**config.mk**
```make
export PLATFORM = sky130hd
export DESIGN_NAME = sbf_block_deframer
export DESIGN_NICKNAME = d
export VERILOG_FILES = /design/src/rtl/sbf_pkg.sv /design/src/rtl/sbf_block_deframer.sv /design/src/rtl/sbf_pay_ram.sv /design/src/rtl/sbf_front.sv /design/src/rtl/sbf_job_fifo.sv /design/src/rtl/sbf_back.sv
export SDC_FILE = /design/constraint.sdc
export NUM_CORES = 2
export LEC_CHECK = 0
export BUFFER_PORTS_ARGS = -buffer_cell sky130_fd_sc_hd__buf_2
export CAP_MARGIN = 20
export CELL_PAD_IN_SITES_DETAIL_PLACEMENT = 1
export CELL_PAD_IN_SITES_GLOBAL_PLACEMENT = 1
export CORE_AREA = 2 2 647 649
export CTS_CLUSTER_SIZE = 30
export DETAILED_ROUTE_END_ITERATION = 8
export DIE_AREA = 0 0 649 651
export GPL_TIMING_DRIVEN = 0
export HOLD_SLACK_MARGIN = 0.12
export MAX_ROUTING_LAYER = met4
export PLACE_DENSITY = 0.56
export SLEW_MARGIN = 20
export SYNTH_ARGS = -nofsm -noshare
export SYNTH_HDL_FRONTEND = slang
export SYNTH_SLANG_ARGS = --single-unit
```
**constraint.sdc**
```tcl
create_clock -name clk -period 7.2 [get_ports clk]
set_input_delay 0.72 -clock clk [delete_from_list [all_inputs] [get_ports clk]]
set_output_delay 0.72 -clock clk [all_outputs]
set_load 0.02 [all_outputs]
```
**src/rtl/sbf_pkg.sv**
```systemverilog
// Shared types, constants and field tables for the binary block deframer.
// No dependencies; every other file of the block imports this package.
package sbf_pkg;

	// Block size limits and payload store layout
	localparam int MAX_BLOCK_BYTES = 200;
	localparam int HDR_BYTES       = 8;
	localparam int STORE_DEPTH     = MAX_BLOCK_BYTES - HDR_BYTES;
	localparam int PLEN_W          = $clog2(STORE_DEPTH + 1);
	localparam int FIELD_WORDS     = 9;
	localparam int STORE_WORDS     = (STORE_DEPTH + 7) / 8;
	localparam int BANK_WORDS      = (STORE_WORDS > FIELD_WORDS) ? STORE_WORDS : FIELD_WORDS;
	localparam int NUM_BANKS       = 2;
	localparam int RAM_WORDS       = NUM_BANKS * BANK_WORDS;
	localparam int RAM_AW          = $clog2(RAM_WORDS);
	localparam int CMP_W           = 11;

	typedef logic [PLEN_W-1:0] plen_t;
	typedef logic [RAM_AW-1:0] ram_addr_t;

	typedef enum logic [1:0] {
		ST_OK      = 2'd0,
		ST_BAD_LEN = 2'd1,
		ST_BAD_ID  = 2'd2
	} status_t;

	typedef enum logic [1:0] {
		KIND_CART = 2'd0,
		KIND_GEOD = 2'd1,
		KIND_COV  = 2'd2,
		KIND_DOP  = 2'd3
	} kind_t;

	typedef enum logic [1:0] {
		PH_HUNT1   = 2'd0,
		PH_HUNT2   = 2'd1,
		PH_HEADER  = 2'd2,
		PH_PAYLOAD = 2'd3
	} phase_t;

	typedef enum logic [2:0] {
		CFG_SYNC_FIRST  = 3'd0,
		CFG_SYNC_SECOND = 3'd1,
		CFG_ID_CART     = 3'd2,
		CFG_ID_GEOD     = 3'd3,
		CFG_ID_COV      = 3'd4,
		CFG_ID_DOP      = 3'd5
	} cfg_idx_t;

	typedef struct packed {
		logic [7:0]  sync_first;
		logic [7:0]  sync_second;
		logic [12:0] id_cart;
		logic [12:0] id_geod;
		logic [12:0] id_cov;
		logic [12:0] id_dop;
	} cfg_t;

	// One decode job handed from the front to the back
	typedef struct packed {
		status_t    status;
		kind_t      kind;
		logic [3:0] count;
		plen_t      plen;
		logic       bank;
		logic       has_bank;
		logic       complete;
	} job_t;

	typedef struct packed {
		logic       en;
		ram_addr_t  addr;
		logic [2:0] lane;
		logic [7:0] data;
	} ram_wr_t;

	typedef struct packed {
		status_t     status;
		kind_t       kind;
		logic [3:0]  slot;
		logic [63:0] value;
		logic        last;
		logic        complete;
	} result_t;

	typedef struct packed {
		logic [6:0] off;
		logic [3:0] nbytes;
	} field_pos_t;

	// Number of fields of each block kind
	function automatic logic [3:0] field_count(kind_t kind);
		logic [3:0] n;
		unique case (kind)
			KIND_CART: n = 4'd12;
			KIND_GEOD: n = 4'd7;
			KIND_COV:  n = 4'd10;
			KIND_DOP:  n = 4'd7;
			default:   n = 4'd7;
		endcase
		return n;
	endfunction

	// Payload offset and size of each field; no field straddles an 8-byte word
	function automatic field_pos_t field_pos(kind_t kind, logic [3:0] slot);
		field_pos_t p;
		p = '{off: 7'd0, nbytes: 4'd4};
		if (kind == KIND_DOP) begin
			unique case (slot)
				4'd0:    p = '{off: 7'd0,  nbytes: 4'd4};
				4'd1:    p = '{off: 7'd4,  nbytes: 4'd2};
				4'd2:    p = '{off: 7'd6,  nbytes: 4'd1};
				4'd3:    p = '{off: 7'd8,  nbytes: 4'd2};
				4'd4:    p = '{off: 7'd10, nbytes: 4'd2};
				4'd5:    p = '{off: 7'd12, nbytes: 4'd2};
				4'd6:    p = '{off: 7'd14, nbytes: 4'd2};
				default: p = '{off: 7'd0,  nbytes: 4'd4};
			endcase
		end else if (kind == KIND_COV && slot >= 4'd4) begin
			unique case (slot)
				4'd4:    p = '{off: 7'd8,  nbytes: 4'd4};
				4'd5:    p = '{off: 7'd12, nbytes: 4'd4};
				4'd6:    p = '{off: 7'd16, nbytes: 4'd4};
				4'd7:    p = '{off: 7'd24, nbytes: 4'd4};
				4'd8:    p = '{off: 7'd28, nbytes: 4'd4};
				4'd9:    p = '{off: 7'd36, nbytes: 4'd4};
				default: p = '{off: 7'd0,  nbytes: 4'd4};
			endcase
		end else begin
			unique case (slot)
				4'd0:    p = '{off: 7'd0,  nbytes: 4'd4};
				4'd1:    p = '{off: 7'd4,  nbytes: 4'd2};
				4'd2:    p = '{off: 7'd6,  nbytes: 4'd1};
				4'd3:    p = '{off: 7'd7,  nbytes: 4'd1};
				4'd4:    p = '{off: 7'd8,  nbytes: 4'd8};
				4'd5:    p = '{off: 7'd16, nbytes: 4'd8};
				4'd6:    p = '{off: 7'd24, nbytes: 4'd8};
				4'd7:    p = '{off: 7'd32, nbytes: 4'd4};
				4'd8:    p = '{off: 7'd36, nbytes: 4'd4};
				4'd9:    p = '{off: 7'd40, nbytes: 4'd4};
				4'd10:   p = '{off: 7'd44, nbytes: 4'd4};
				4'd11:   p = '{off: 7'd66, nbytes: 4'd1};
				default: p = '{off: 7'd0,  nbytes: 4'd4};
			endcase
		end
		return p;
	endfunction

endpackage

```
**src/rtl/sbf_block_deframer.sv**
```systemverilog
// Binary block deframer: received bytes in, one result per decoded field out.
//
// Input channel: a byte is taken on a clock edge with push high and full low.
// Result channel: the oldest result is on the result ports while empty is low
// and is taken on an edge with pop high. Configuration: a write is taken on an
// edge with cfg_valid and cfg_ready high; cfg_ready is always high. Writes
// must be made only while the block is idle; the block does not enforce this.
// Throughput: one byte per cycle on input and one result per cycle on output.
// The front end stalls (full) only when the job queue is full or both payload
// banks are still being decoded. The back end reads one 64-bit payload word
// per field. With the job queue otherwise empty, the first result of a block
// follows the byte that ends it through the job queue entry, the registered
// payload read, then extraction into the result queue. When the receiver
// stalls, the four-entry result queue fills and the back end holds; bytes
// keep flowing until the job queue is full or both banks are held and a
// payload byte arrives.
// Reset clears all control state and reloads the configuration defaults; the
// payload store is not cleared and needs no pass.
module sbf_block_deframer (
	input  logic        clk,
	input  logic        arst_n,
	input  logic        push,
	input  logic [7:0]  rx_byte,
	output logic        full,
	output logic        empty,
	input  logic        pop,
	output logic [1:0]  status,
	output logic [1:0]  block_kind,
	output logic [3:0]  field_slot,
	output logic [63:0] field_value,
	output logic        last,
	output logic        set_complete,
	input  logic        cfg_valid,
	output logic        cfg_ready,
	input  logic [2:0]  cfg_index,
	input  logic [15:0] cfg_data
);
	import sbf_pkg::*;

	cfg_t      cfg_q;
	logic      jq_push;
	job_t      jq_wdata;
	logic      jq_full;
	logic      jq_pop;
	job_t      jq_head;
	logic      jq_empty;
	logic      rel;
	ram_wr_t   ram_wr;
	logic      rd_en;
	ram_addr_t rd_addr;
	logic [63:0] rd_data;
	result_t   res;

	// Configuration registers
	assign cfg_ready = 1'b1;
	always_ff @(posedge clk or negedge arst_n) begin
		if (!arst_n) begin
			cfg_q.sync_first  <= 8'd36;
			cfg_q.sync_second <= 8'd64;
			cfg_q.id_cart     <= 13'd4006;
			cfg_q.id_geod     <= 13'd4007;
			cfg_q.id_cov      <= 13'd5905;
			cfg_q.id_dop      <= 13'd4001;
		end else if (cfg_valid && cfg_ready) begin
			unique case (cfg_idx_t'(cfg_index))
				CFG_SYNC_FIRST:  cfg_q.sync_first  <= cfg_data[7:0];
				CFG_SYNC_SECOND: cfg_q.sync_second <= cfg_data[7:0];
				CFG_ID_CART:     cfg_q.id_cart     <= cfg_data[12:0];
				CFG_ID_GEOD:     cfg_q.id_geod     <= cfg_data[12:0];
				CFG_ID_COV:      cfg_q.id_cov      <= cfg_data[12:0];
				CFG_ID_DOP:      cfg_q.id_dop      <= cfg_data[12:0];
				default: ;
			endcase
		end
	end

	sbf_front u_front (
		.clk          (clk),
		.arst_n       (arst_n),
		.push         (push),
		.rx_byte      (rx_byte),
		.full         (full),
		.cfg          (cfg_q),
		.jq_full      (jq_full),
		.jq_push      (jq_push),
		.jq_data      (jq_wdata),
		.release_bank (rel),
		.ram_wr       (ram_wr)
	);

	sbf_job_fifo u_job_fifo (
		.clk     (clk),
		.arst_n  (arst_n),
		.wr_en   (jq_push),
		.wr_data (jq_wdata),
		.full    (jq_full),
		.rd_en   (jq_pop),
		.rd_data (jq_head),
		.empty   (jq_empty)
	);

	sbf_pay_ram u_pay_ram (
		.clk     (clk),
		.wr      (ram_wr),
		.rd_en   (rd_en),
		.rd_addr (rd_addr),
		.rd_data (rd_data)
	);

	sbf_back u_back (
		.clk          (clk),
		.arst_n       (arst_n),
		.jq_empty     (jq_empty),
		.jq_head      (jq_head),
		.jq_pop       (jq_pop),
		.release_bank (rel),
		.rd_en        (rd_en),
		.rd_addr      (rd_addr),
		.rd_data      (rd_data),
		.empty        (empty),
		.pop          (pop),
		.res          (res)
	);

	assign status       = res.status;
	assign block_kind   = res.kind;
	assign field_slot   = res.slot;
	assign field_value  = res.value;
	assign last         = res.last;
	assign set_complete = res.complete;

`ifndef ASSERT_OFF
	// A job is never pushed into a full queue
	a_jq_no_overflow: assert property (@(posedge clk) disable iff (!arst_n)
		jq_push |-> !jq_full)
		else $error("job pushed into full queue");

	// The back end only retires a job that exists
	a_jq_no_underflow: assert property (@(posedge clk) disable iff (!arst_n)
		jq_pop |-> !jq_empty)
		else $error("job popped from empty queue");

	// A bank is released only when its job retires
	a_release_with_job: assert property (@(posedge clk) disable iff (!arst_n)
		rel |-> (jq_pop && jq_head.has_bank))
		else $error("payload bank released without its job");

	// Error results stand alone
	a_error_is_last: assert property (@(posedge clk) disable iff (!arst_n)
		(!empty && status != ST_OK) |-> (last && !set_complete))
		else $error("error result not marked last");
`endif

endmodule

```
**src/rtl/sbf_pay_ram.sv**
```systemverilog
// Two-bank payload store, 64-bit words with byte-lane writes.
// Depends on sbf_pkg for the store geometry and the write bundle.
module sbf_pay_ram (
	input  logic              clk,
	input  sbf_pkg::ram_wr_t  wr,
	input  logic              rd_en,
	input  sbf_pkg::ram_addr_t rd_addr,
	output logic [63:0]       rd_data
);
	import sbf_pkg::*;

	logic [7:0] mem [RAM_WORDS][8];

	// Write one byte lane
	always_ff @(posedge clk) begin
		if (wr.en) begin
			mem[wr.addr][wr.lane] <= wr.data;
		end
	end

	// Read one whole word, registered
	always_ff @(posedge clk) begin
		if (rd_en) begin
			for (int i = 0; i < 8; i++) begin
				rd_data[i*8 +: 8] <= mem[rd_addr][i];
			end
		end
	end

endmodule

```
**src/rtl/sbf_front.sv**
```systemverilog
// Front end: sync hunt, header capture, payload write and block classification.
// Depends on sbf_pkg; pushes one decode job per finished or rejected block.
module sbf_front (
	input  logic             clk,
	input  logic             arst_n,
	input  logic             push,
	input  logic [7:0]       rx_byte,
	output logic             full,
	input  sbf_pkg::cfg_t    cfg,
	input  logic             jq_full,
	output logic             jq_push,
	output sbf_pkg::job_t    jq_data,
	input  logic             release_bank,
	output sbf_pkg::ram_wr_t ram_wr
);
	import sbf_pkg::*;

	localparam logic [2:0] HDR_ID_LO  = 3'd2;
	localparam logic [2:0] HDR_ID_HI  = 3'd3;
	localparam logic [2:0] HDR_LEN_LO = 3'd4;
	localparam logic [2:0] HDR_LAST   = 3'd5;
	localparam logic [1:0] BANKS_ALL  = 2'(NUM_BANKS);

	phase_t      phase_q, phase_d;
	logic [2:0]  hdr_cnt_q;
	logic [12:0] id_q;
	logic [7:0]  len_lo_q;
	plen_t       plen_q;
	plen_t       pcnt_q;
	logic [7:0]  pvt_q;
	logic [3:0]  seen_q;
	logic        wr_bank_q;
	logic [1:0]  busy_q;

	logic        acc;
	logic [15:0] length;
	logic        len_bad;
	logic [7:0]  pvt_now;
	logic        last_byte;
	logic [3:0]  hit;
	kind_t       kind;
	logic [3:0]  seen_next;
	logic        claim;
	ram_addr_t   bank_base;

	assign full = jq_full || (phase_q == PH_PAYLOAD && busy_q == BANKS_ALL);
	assign acc  = push && !full;

	// Header length and payload bookkeeping
	assign length    = {rx_byte, len_lo_q};
	assign len_bad   = (length[1:0] != 2'd0) || (length < 16'd9) ||
	                   (length > 16'(MAX_BLOCK_BYTES));
	assign pvt_now   = (pcnt_q == plen_t'(7)) ? rx_byte : pvt_q;
	assign last_byte = (plen_t'(pcnt_q + 1'b1) == plen_q);

	// Classify the block id, lowest kind wins
	assign hit = {id_q == cfg.id_dop, id_q == cfg.id_cov,
	              id_q == cfg.id_geod, id_q == cfg.id_cart};
	always_comb begin
		if (hit[0]) begin
			kind = KIND_CART;
		end else if (hit[1]) begin
			kind = KIND_GEOD;
		end else if (hit[2]) begin
			kind = KIND_COV;
		end else begin
			kind = KIND_DOP;
		end
	end
	assign seen_next = seen_q | (4'd1 << kind);

	// Build the decode job and the next phase
	always_comb begin
		phase_d = phase_q;
		jq_push = 1'b0;
		claim   = 1'b0;
		jq_data = '{status: ST_OK, kind: KIND_CART, count: 4'd1, plen: plen_q,
		            bank: wr_bank_q, has_bank: 1'b0, complete: 1'b0};
		if (acc) begin
			unique case (phase_q)
				PH_HUNT1: begin
					if (rx_byte == cfg.sync_first) begin
						phase_d = PH_HUNT2;
					end
				end
				PH_HUNT2: begin
					if (rx_byte == cfg.sync_second) begin
						phase_d = PH_HEADER;
					end else if (rx_byte != cfg.sync_first) begin
						phase_d = PH_HUNT1;
					end
				end
				PH_HEADER: begin
					if (hdr_cnt_q == HDR_LAST) begin
						if (len_bad) begin
							phase_d        = PH_HUNT1;
							jq_push        = 1'b1;
							jq_data.status = ST_BAD_LEN;
						end else begin
							phase_d = PH_PAYLOAD;
						end
					end
				end
				PH_PAYLOAD: begin
					if (last_byte) begin
						phase_d = PH_HUNT1;
						jq_push = 1'b1;
						if (hit == 4'd0) begin
							jq_data.status = ST_BAD_ID;
						end else begin
							claim            = 1'b1;
							jq_data.kind     = kind;
							jq_data.has_bank = 1'b1;
							jq_data.complete = (seen_next == 4'hF);
							jq_data.count    = (kind != KIND_DOP && pvt_now != 8'd0) ?
							                   4'd4 : field_count(kind);
						end
					end
				end
				default: phase_d = PH_HUNT1;
			endcase
		end
	end

	always_ff @(posedge clk or negedge arst_n) begin
		if (!arst_n) begin
			phase_q <= PH_HUNT1;
		end else begin
			phase_q <= phase_d;
		end
	end

	// Header, payload counters and block tracking
	always_ff @(posedge clk or negedge arst_n) begin
		if (!arst_n) begin
			hdr_cnt_q <= '0;
			id_q      <= '0;
			len_lo_q  <= '0;
			plen_q    <= '0;
			pcnt_q    <= '0;
			pvt_q     <= '0;
			seen_q    <= '0;
			wr_bank_q <= 1'b0;
		end else if (acc) begin
			if (phase_q == PH_HUNT2 && rx_byte == cfg.sync_second) begin
				hdr_cnt_q <= '0;
			end
			if (phase_q == PH_HEADER) begin
				hdr_cnt_q <= (hdr_cnt_q == HDR_LAST) ? 3'd0 : hdr_cnt_q + 3'd1;
				if (hdr_cnt_q == HDR_ID_LO) begin
					id_q[7:0] <= rx_byte;
				end
				if (hdr_cnt_q == HDR_ID_HI) begin
					id_q[12:8] <= rx_byte[4:0];
				end
				if (hdr_cnt_q == HDR_LEN_LO) begin
					len_lo_q <= rx_byte;
				end
				if (hdr_cnt_q == HDR_LAST) begin
					plen_q <= plen_t'(length - 16'(HDR_BYTES));
					pcnt_q <= '0;
					pvt_q  <= '0;
					if (len_bad) begin
						seen_q <= '0;
					end
				end
			end
			if (phase_q == PH_PAYLOAD) begin
				pcnt_q <= plen_t'(pcnt_q + 1'b1);
				pvt_q  <= pvt_now;
				if (last_byte) begin
					if (hit == 4'd0 || seen_next == 4'hF) begin
						seen_q <= '0;
					end else begin
						seen_q <= seen_next;
					end
					if (hit != 4'd0) begin
						wr_bank_q <= ~wr_bank_q;
					end
				end
			end
		end
	end

	// Count banks held by the back end
	always_ff @(posedge clk or negedge arst_n) begin
		if (!arst_n) begin
			busy_q <= '0;
		end else begin
			busy_q <= busy_q + {1'b0, claim} - {1'b0, release_bank};
		end
	end

	// Write payload bytes into the current bank
	assign bank_base   = wr_bank_q ? ram_addr_t'(BANK_WORDS) : '0;
	assign ram_wr.en   = acc && phase_q == PH_PAYLOAD;
	assign ram_wr.addr = bank_base + ram_addr_t'(pcnt_q >> 3);
	assign ram_wr.lane = pcnt_q[2:0];
	assign ram_wr.data = rx_byte;

endmodule

```
**src/rtl/sbf_job_fifo.sv**
```systemverilog
// Two-entry queue of decode jobs between the front and back ends.
// Depends on sbf_pkg for the job type.
module sbf_job_fifo (
	input  logic          clk,
	input  logic          arst_n,
	input  logic          wr_en,
	input  sbf_pkg::job_t wr_data,
	output logic          full,
	input  logic          rd_en,
	output sbf_pkg::job_t rd_data,
	output logic          empty
);
	import sbf_pkg::*;

	job_t       slot_q [2];
	logic       wptr_q;
	logic       rptr_q;
	logic [1:0] cnt_q;

	assign full    = (cnt_q == 2'd2);
	assign empty   = (cnt_q == 2'd0);
	assign rd_data = slot_q[rptr_q];

	// Hold job payload
	always_ff @(posedge clk) begin
		if (wr_en) begin
			slot_q[wptr_q] <= wr_data;
		end
	end

	// Advance pointers and count
	always_ff @(posedge clk or negedge arst_n) begin
		if (!arst_n) begin
			wptr_q <= 1'b0;
			rptr_q <= 1'b0;
			cnt_q  <= '0;
		end else begin
			if (wr_en) begin
				wptr_q <= ~wptr_q;
			end
			if (rd_en) begin
				rptr_q <= ~rptr_q;
			end
			cnt_q <= cnt_q + {1'b0, wr_en} - {1'b0, rd_en};
		end
	end

endmodule

```
**src/rtl/sbf_back.sv**
```systemverilog
// Back end: walks a job's field list, reads one payload word per field,
// extracts the field and queues the result. Depends on sbf_pkg.
module sbf_back (
	input  logic               clk,
	input  logic               arst_n,
	input  logic               jq_empty,
	input  sbf_pkg::job_t      jq_head,
	output logic               jq_pop,
	output logic               release_bank,
	output logic               rd_en,
	output sbf_pkg::ram_addr_t rd_addr,
	input  logic [63:0]        rd_data,
	output logic               empty,
	input  logic               pop,
	output sbf_pkg::result_t   res
);
	import sbf_pkg::*;

	localparam int         ODEPTH = 4;
	localparam logic [2:0] OFULL  = 3'(ODEPTH);

	logic [3:0]  slot_q;
	logic        issue;
	logic        last_slot;
	field_pos_t  pos;
	ram_addr_t   bank_base;

	logic        valid_s1;
	status_t     status_s1;
	kind_t       kind_s1;
	logic [3:0]  slot_s1;
	field_pos_t  pos_s1;
	plen_t       plen_s1;
	logic        last_s1;
	logic        complete_s1;

	logic [63:0] shifted;
	logic [63:0] value;
	result_t     res_new;

	result_t     oq_q [ODEPTH];
	logic [1:0]  owptr_q;
	logic [1:0]  orptr_q;
	logic [2:0]  ocnt_q;
	logic        pop_acc;

	// Issue one field read per cycle while the result queue has room
	assign issue     = !jq_empty && ((ocnt_q + {2'b0, valid_s1}) < OFULL);
	assign last_slot = (slot_q == jq_head.count - 4'd1);
	assign jq_pop    = issue && last_slot;
	assign release_bank = jq_pop && jq_head.has_bank;
	assign pos       = field_pos(jq_head.kind, slot_q);
	assign bank_base = jq_head.bank ? ram_addr_t'(BANK_WORDS) : '0;
	assign rd_en     = issue;
	assign rd_addr   = bank_base + ram_addr_t'(pos.off[6:3]);

	always_ff @(posedge clk or negedge arst_n) begin
		if (!arst_n) begin
			slot_q <= '0;
		end else if (issue) begin
			slot_q <= last_slot ? 4'd0 : slot_q + 4'd1;
		end
	end

	// Stage 1: field descriptor waits for the registered word
	always_ff @(posedge clk or negedge arst_n) begin
		if (!arst_n) begin
			valid_s1 <= 1'b0;
		end else begin
			valid_s1 <= issue;
		end
	end

	always_ff @(posedge clk) begin
		if (issue) begin
			status_s1   <= jq_head.status;
			kind_s1     <= jq_head.kind;
			slot_s1     <= slot_q;
			pos_s1      <= pos;
			plen_s1     <= jq_head.plen;
			last_s1     <= last_slot;
			complete_s1 <= jq_head.complete;
		end
	end

	// Extract the field, zero bytes past its size or past the received payload
	assign shifted = rd_data >> {pos_s1.off[2:0], 3'b000};
	always_comb begin
		value = '0;
		for (int i = 0; i < 8; i++) begin
			if (4'(i) < pos_s1.nbytes &&
			    (CMP_W'(pos_s1.off) + CMP_W'(i)) < CMP_W'(plen_s1)) begin
				value[i*8 +: 8] = shifted[i*8 +: 8];
			end
		end
	end

	always_comb begin
		res_new = '{status: status_s1, kind: kind_s1, slot: slot_s1, value: value,
		            last: last_s1, complete: complete_s1};
		if (status_s1 != ST_OK) begin
			res_new.kind  = KIND_CART;
			res_new.slot  = '0;
			res_new.value = '0;
		end
	end

	// Result queue
	assign empty   = (ocnt_q == 3'd0);
	assign pop_acc = pop && !empty;
	assign res     = oq_q[orptr_q];

	always_ff @(posedge clk) begin
		if (valid_s1) begin
			oq_q[owptr_q] <= res_new;
		end
	end

	always_ff @(posedge clk or negedge arst_n) begin
		if (!arst_n) begin
			owptr_q <= '0;
			orptr_q <= '0;
			ocnt_q  <= '0;
		end else begin
			if (valid_s1) begin
				owptr_q <= owptr_q + 2'd1;
			end
			if (pop_acc) begin
				orptr_q <= orptr_q + 2'd1;
			end
			ocnt_q <= ocnt_q + {2'b0, valid_s1} - {2'b0, pop_acc};
		end
	end

endmodule
```
Word-level counts from Yosys, hierarchy flattened --
Memories as Yosys holds them, arrays and structs flattened. A register that Yosys moved wholly into a read port is not among the register bits. Cells that the tools add are included.
Operators by class: add/subtract/negate cells 22, magnitude comparators 22, equal/unequal tests 44, shift operators 2, muxes and demuxes 71, bitwise operators 5, reduce and logical (&&, ||, !) cells 54
Operators by type and width (count):
- 2-to-1 mux 8 bit | 16
- less-than comparator 11 x 8 -> 1 bit | 7
- 2-to-1 mux 70 bit | 1
- 2-to-1 mux 64 bit | 1
- >> shifter 64 x 6 -> 64 bit | 1
- one-hot mux 10 bit (6 select lines) | 1
- equality test 13 bit | 4
- one-hot mux 8 bit (6 select lines) | 1
- adder 7 x 3 -> 8 bit (second input constant) | 4
- 2-to-1 mux 4 bit | 8
- 2-to-1 mux 2 bit | 14
- demux 8 bit (select 3 bit) | 1
- equality test 8 bit | 3
- 2-to-1 mux 11 bit | 2
- logical AND 1 bit | 19
- adder 7 x 2 -> 8 bit (second input constant) | 2
- equality test 2 bit (second input constant) | 8
- equality test 4 x 3 -> 1 bit (second input constant) | 4
- greater-than comparator 16 x 8 -> 1 bit (second input constant) | 1
- less-than comparator 16 x 4 -> 1 bit (second input constant) | 1
- less-than comparator 3 x 4 -> 1 bit (first input constant) | 4
- 2-to-1 mux 1 bit | 15
- AND reduction 3 bit | 5
- AND reduction 2 bit | 7
- 55 further kinds | 90
Storage, ports and cells: register bits 170, RAM bits 3406, bits in read-only memories 176, input bits 32, output and inout port bits 77, logic and storage cells 257, memories kept 4
Memory list:
- u_pay_ram.mem | depth 48, bits a word 64, read ports 1, clocked after memory_dff 1, wr ports 1, line sbf_pay_ram.sv:12 | logic [7:0] mem [RAM_WORDS][8];
- u_back.oq_q | depth 4, bits a word 74, read ports 1, clocked after memory_dff 0, wr ports 1, line sbf_back.sv:41 | result_t oq_q [ODEPTH];
- (name not given) | depth 16, bits a word 11, read ports 1, clocked after memory_dff 0, wr ports 0, line sbf_pkg.sv:130 | unique case (slot)
- u_job_fifo.slot_q | depth 2, bits a word 19, read ports 1, clocked after memory_dff 0, wr ports 1, line sbf_job_fifo.sv:15 | job_t slot_q [2];

Logic depth before layout (Yosys ltp) --
depth in word-level cells 12, gate-level depth with buffers 16, mapped depth without buffers 12

Modules after synthesis --
A second synthesis with hierarchy kept.
Unflattened totals: cell total of the unflattened synthesis 7136, area, all modules 145155.5 µm²
Modules (own cells, without submodules):
- sbf_pay_ram | times used 1, cells an instance 5440, area an instance 120357.9 µm², sequential area each 94170.3 µm²
- sbf_back | times used 1, cells an instance 1041, area an instance 16482.1 µm², sequential area each 10059.6 µm²
- sbf_front | times used 1, cells an instance 432, area an instance 4021.4 µm², sequential area each 1426.4 µm²
- sbf_block_deframer | times used 1, cells an instance 149, area an instance 2648.8 µm², sequential area each 1742.9 µm²
- sbf_job_fifo | times used 1, cells an instance 74, area an instance 1645.3 µm², sequential area each 1241.2 µm²

Worst setup path before layout --
Ideal clock, no wire load.
path type reg2reg, start register u_back.valid_s1, end register u_front.busy_q[1], data arrival time 4.299 ns, setup slack 2.821 ns, cell stages (with the launch flop) 13, path buffers 0, clock period less this slack 4.379 ns, cell sequence dfrtp_1 > ha_1 > ha_1 > xnor2_1 > o21ai_0 > inv_1 > nand2_1 > nor2_1 > ha_1 > inv_1 > ha_1 > xnor2_1 > xnor2_1
On the way: word-level cells in the longest chain between the ends 6
RTL lines:
- from (decl) | line sbf_back.sv:28 | logic valid_s1;
- from (signal assigned) | line sbf_back.sv:70 | valid_s1 <= issue;
- adder 3 x 1 -> 3 bit | line sbf_back.sv:48 | assign issue = !jq_empty && ((ocnt_q + {2'b0, valid_s1}) < OFULL);
- less-than comparator 3 bit | line sbf_back.sv:48
- logical AND 1 bit | line sbf_back.sv:48
- named net rd_en | line sbf_block_deframer.sv:49 | logic rd_en;
- logical AND 1 bit | line sbf_back.sv:50 | assign jq_pop = issue && last_slot;
- logical AND 1 bit | line sbf_back.sv:51 | assign release_bank = jq_pop && jq_head.has_bank;
- subtractor 2 x 1 -> 2 bit | line sbf_front.sv:190 | busy_q <= busy_q + {1'b0, claim} - {1'b0, release_bank};
- to (signal assigned) | line sbf_front.sv:190
- to (decl) | line sbf_front.sv:33 | logic [1:0] busy_q;
The timed path passes the listed nets, and every way through them passes these cells. A chain may end at the register's enable or synchronous reset.

Worst setup path in the final report --
start register u_back.slot_q[0], end register u_pay_ram.rd_data[56] (read register of u_pay_ram.mem) (data pin)
On the way: word-level cells in the longest chain between the ends 5, elaborated cells on any way between the ends 17, classes of those cells add/sub (1); order compare (1); eq/ne (9); mux (4); reduce/logical (1); memory (1)
RTL lines:
- from (decl) | line sbf_back.sv:22 | logic [3:0] slot_q;
- from (signal assigned) | line sbf_back.sv:61 | slot_q <= last_slot ? 4'd0 : slot_q + 4'd1;
- >= comparator 4 x 3 -> 1 bit, or another cell as far along | line sbf_pkg.sv:119 | end else if (kind == KIND_COV && slot >= 4'd4) begin
- logical AND 1 bit / one-hot mux 10 bit (6 select lines) (equally long branches) | line sbf_pkg.sv:119, sbf_pkg.sv:120
- 2-to-1 mux 11 bit | line sbf_pkg.sv:119
- 2-to-1 mux 11 bit (*) | line sbf_pkg.sv:108 | if (kind == KIND_DOP) begin
- adder 6 x 4 -> 6 bit (*) | line sbf_back.sv:55 | assign rd_addr = bank_base + ram_addr_t'(pos.off[6:3]);
- to (decl) | line sbf_pay_ram.sv:8 | output logic [63:0] rd_data
Mark *: on every way between the ends. The rest lies on a longest branch, timed or not.

==> impl_metrics.env <==
export IMPL_fin_crit_sh=0.979
export IMPL_layout_commonest_cell="edfxtp_1"
export IMPL_post_cts_buffers=0
export IMPL_die_area_sq_mm=0.422
export IMPL_synth_area_leaders="edfxtp_1, mux4_2, nand2_1, mux2i_1, dfrtp_1"
export IMPL_reg2reg_depth=15
export IMPL_track_usage=0.280
export IMPL_final_cell_mix="edfxtp_1, nand2_1, mux4_2"
export IMPL_cts_resized=0
export IMPL_vias_per_cell=5.83
export IMPL_clock_skew_ps=65.9
export IMPL_hold_violations=0
export IMPL_ys_warn_count=0
export IMPL_crit_fanout=10
export IMPL_seq_area_frac_synth=0.750
export IMPL_initial_core_util=0.349
export IMPL_muxShareOfSynthArea=0.0984
export IMPL_pin_count=109
export IMPL_setup_tns_ps=0
export IMPL_cts_max_level=5
export IMPL_status="finished clean"
export IMPL_hold_path_end="cfg_q[57]"
export IMPL_synth_cells=8724
export IMPL_worstHoldPathCells=2
export IMPL_synth_seq_cells=3640
export IMPL_worstHoldStart="cfg_data[5]"
export IMPL_clockBufferDepth=4
export IMPL_cts_tree="yes"
export IMPL_clkTransAtPathRegs_ps=60
export IMPL_synthAdderAreaFrac=0.00765
export IMPL_async_reset_ff_frac=0.0387
export IMPL_synth_top_area_cell="edfxtp_1"
export IMPL_synth_fp_nets=8844
export IMPL_slew_viol_final=0
export IMPL_die_x_um=649
export IMPL_p_leak_uw=0.0573
export IMPL_die_h_um=651
export IMPL_vias=88900
export IMPL_num_rows=237
export IMPL_yosys_area_share_simple=0.0680
export IMPL_port_buffers=104
export IMPL_worstMarginPinSlew_ps=1390
export IMPL_areaGrowthSynthToFinish_pct=16.3
export IMPL_synth_avg_cell_area_sq_um=16.6
export IMPL_hpwl_mm=421
export IMPL_required_ps=7770
export IMPL_utilization=0.406
export IMPL_grt_pass1_vias=88300
export IMPL_grt_pass1_wl_mm=783
export IMPL_nNetsFinal=9521
export IMPL_synth_top_cell_area_share=0.725
export IMPL_worstSetupEndpointType="register"
export IMPL_whs_ps=148
export IMPL_peakVddDrop_mv=0.192
export IMPL_place_area_sq_mm=0.156
export IMPL_setup_viol=0
export IMPL_synth_top_family_by_area="multiplexers"
export IMPL_synth_xor_area_frac=0.00779
export IMPL_grt_ovfl_total=0
export IMPL_synth_main_ff_cell="edfxtp_1"
export IMPL_min_path_type="in2reg"
export IMPL_reg2reg_slack_ps=150
export IMPL_synth_compound_area_share=0.0502
export IMPL_core_sq_mm=0.415
export IMPL_synthDistinctLibCells=74
export IMPL_firstDrtPassIters=6
export IMPL_power_density_mw_per_mm2=268
export IMPL_clock_latency_ps=1040
export IMPL_max_cap_violations=0
export IMPL_final_layout_size_suffix_gt1_frac=0.195
export IMPL_synth_edff_count=3499
export IMPL_cts_buffers=399
export IMPL_reg2reg_to="u_pay_ram.rd_data[56]"
export IMPL_netlist_area_sq_mm=0.145
export IMPL_critPathLaunchType="register"
export IMPL_ant_nets=0
export IMPL_rsz0062_at_grt="no"
export IMPL_r2r_start="u_back.slot_q[0]"
export IMPL_p_total_uw=45200
export IMPL_antenna_found_initial=37
export IMPL_maxSlewHeadroom=0.0653
export IMPL_drt_wl_total_mm=588
export IMPL_root_buffer="clkbuf_16"
export IMPL_grt_max_degree=120
export IMPL_place_gp_congestion=1.09
export IMPL_drc=0
export IMPL_drtIter0Drc=12000
export IMPL_cts_sinks=3640
export IMPL_avgRoutedWirePerCell_um=38.5
export IMPL_min_period_ps=7050
export IMPL_critical_path_class="reg2reg"
export IMPL_fmax_ghz=0.142
export IMPL_finalInstanceArea_sq_mm=0.169
export IMPL_arrival_ps=7620
-- area by class of cell --
type,count,area [sq um]
Fill cell,40900,247000
Sequential cell,3640,109000
Multi-Input combinational cell,4510,34600
Clock buffer,490,10500
Tap cell,5497,6880
Timing Repair Buffer,276,3200
Buffer,514,2530
Clock inverter,234,1980
Inverter,60,233
Antenna cell,31,77.6
-- cell usage after synthesis, drive strengths merged (78+ instances only) --
cell type,count
a32oi,78
ha,87
o21ai,109
o22ai,121
buf,267
mux2i,326
a21oi,332
edfxtp,3499
nor2,533
dfrtp,108
and3,102
clkbuf,247
nand2,1294
a31oi,107
mux4,430
nand3,85
nor4,126
a22o,105
mux2,117
-- metal layers --
| metal | share of wire | global-route usage | up-vias |
|---|---|---|---|
| li1 | - | - | 35400 |
| met1 | 0.38 | 0.343 | 47400 |
| met2 | 0.45 | 0.419 | 4824 |
| met3 | 0.10 | 0.0822 | 1165 |
| met4 | 0.065 | 0.151 | 0 |
| met5 | 0 | - | - |
-- through the flow --
stage               instances  setup slack [ps]
floorplan                8724              2820
global placement        14300             -2760
detailed placement      14500               276
CTS                     15200               276
global route            15200               356
finish                  15300               151
-- worst max-delay path by stage --
stage / cells past startpoint / end / startpoint
finish: 15 / u_pay_ram.rd_data[56] / u_back.slot_q[0]
global route: 12 / u_pay_ram.rd_data[29] / u_job_fifo.rptr_q
CTS: 11 / u_pay_ram.rd_data[28] / u_job_fifo.rptr_q
detailed placement: 11 / u_pay_ram.rd_data[28] / u_job_fifo.rptr_q
global placement: 7 / u_job_fifo.slot_q[0][15] / rx_byte[4]
floorplan: 12 / u_front.busy_q[1] / u_back.valid_s1
-- worst max-delay path, cell delays in order, from the launching register on --
cell and delay, ps:
dfrtp_1 550, inv_1 170, ha_1 310, nor2_1 110, a2bb2oi_1 170, o32a_1 430
nand2b_1 280, buf_2 390, inv_2 110, nand2_1 140, buf_2 550, buf_2 610
buf_1 900, o22ai_1 120, o21ai_0 1040, a31oi_1 660
-- state kept, by name (all words and copies together) (netlist names), 3 cells and up --
signal and flops:
u_job_fifo.slot_q 38, u_front.plen_q 8, u_pay_ram.rd_data 64, u_front.pcnt_q 8, u_back.plen_s1 8, u_front.len_lo_q 8, u_front.hdr_cnt_q 3, u_front.seen_q 4
cfg_q 68, u_back.oq_q 296, u_back.ocnt_q 3, u_pay_ram.mem 3072, u_front.pvt_q 8, u_back.slot_q 4, u_front.id_q 13, u_back.pos_s1 11
u_back.slot_s1 4
-- where the power goes --
part	leakage, uW	internal, uW	switching (uW)	total [uW]
sequential	0.0331	23300	82.3	23400
clock	0.00609	11200	8730	19900
combinational	0.0181	677	1190	1870
total	0.0573	35200	10000	45200
-- kinds of logic after synthesis --
group	Yosys count
compound gates	1104
simple gates	2315
fa+ha+maj	88
mux	873
buf+inv	574
other cells	1
xor+xnor	129
flops	3640
-- what timing repair did --
action | 4_1_cts | 5_1_grt
hold endpoints to repair | 126 | 0
hold buffers | 8 | 0
endpoints found under the setup margin | 0 | 0
Power figures use the tool's default switching activity.
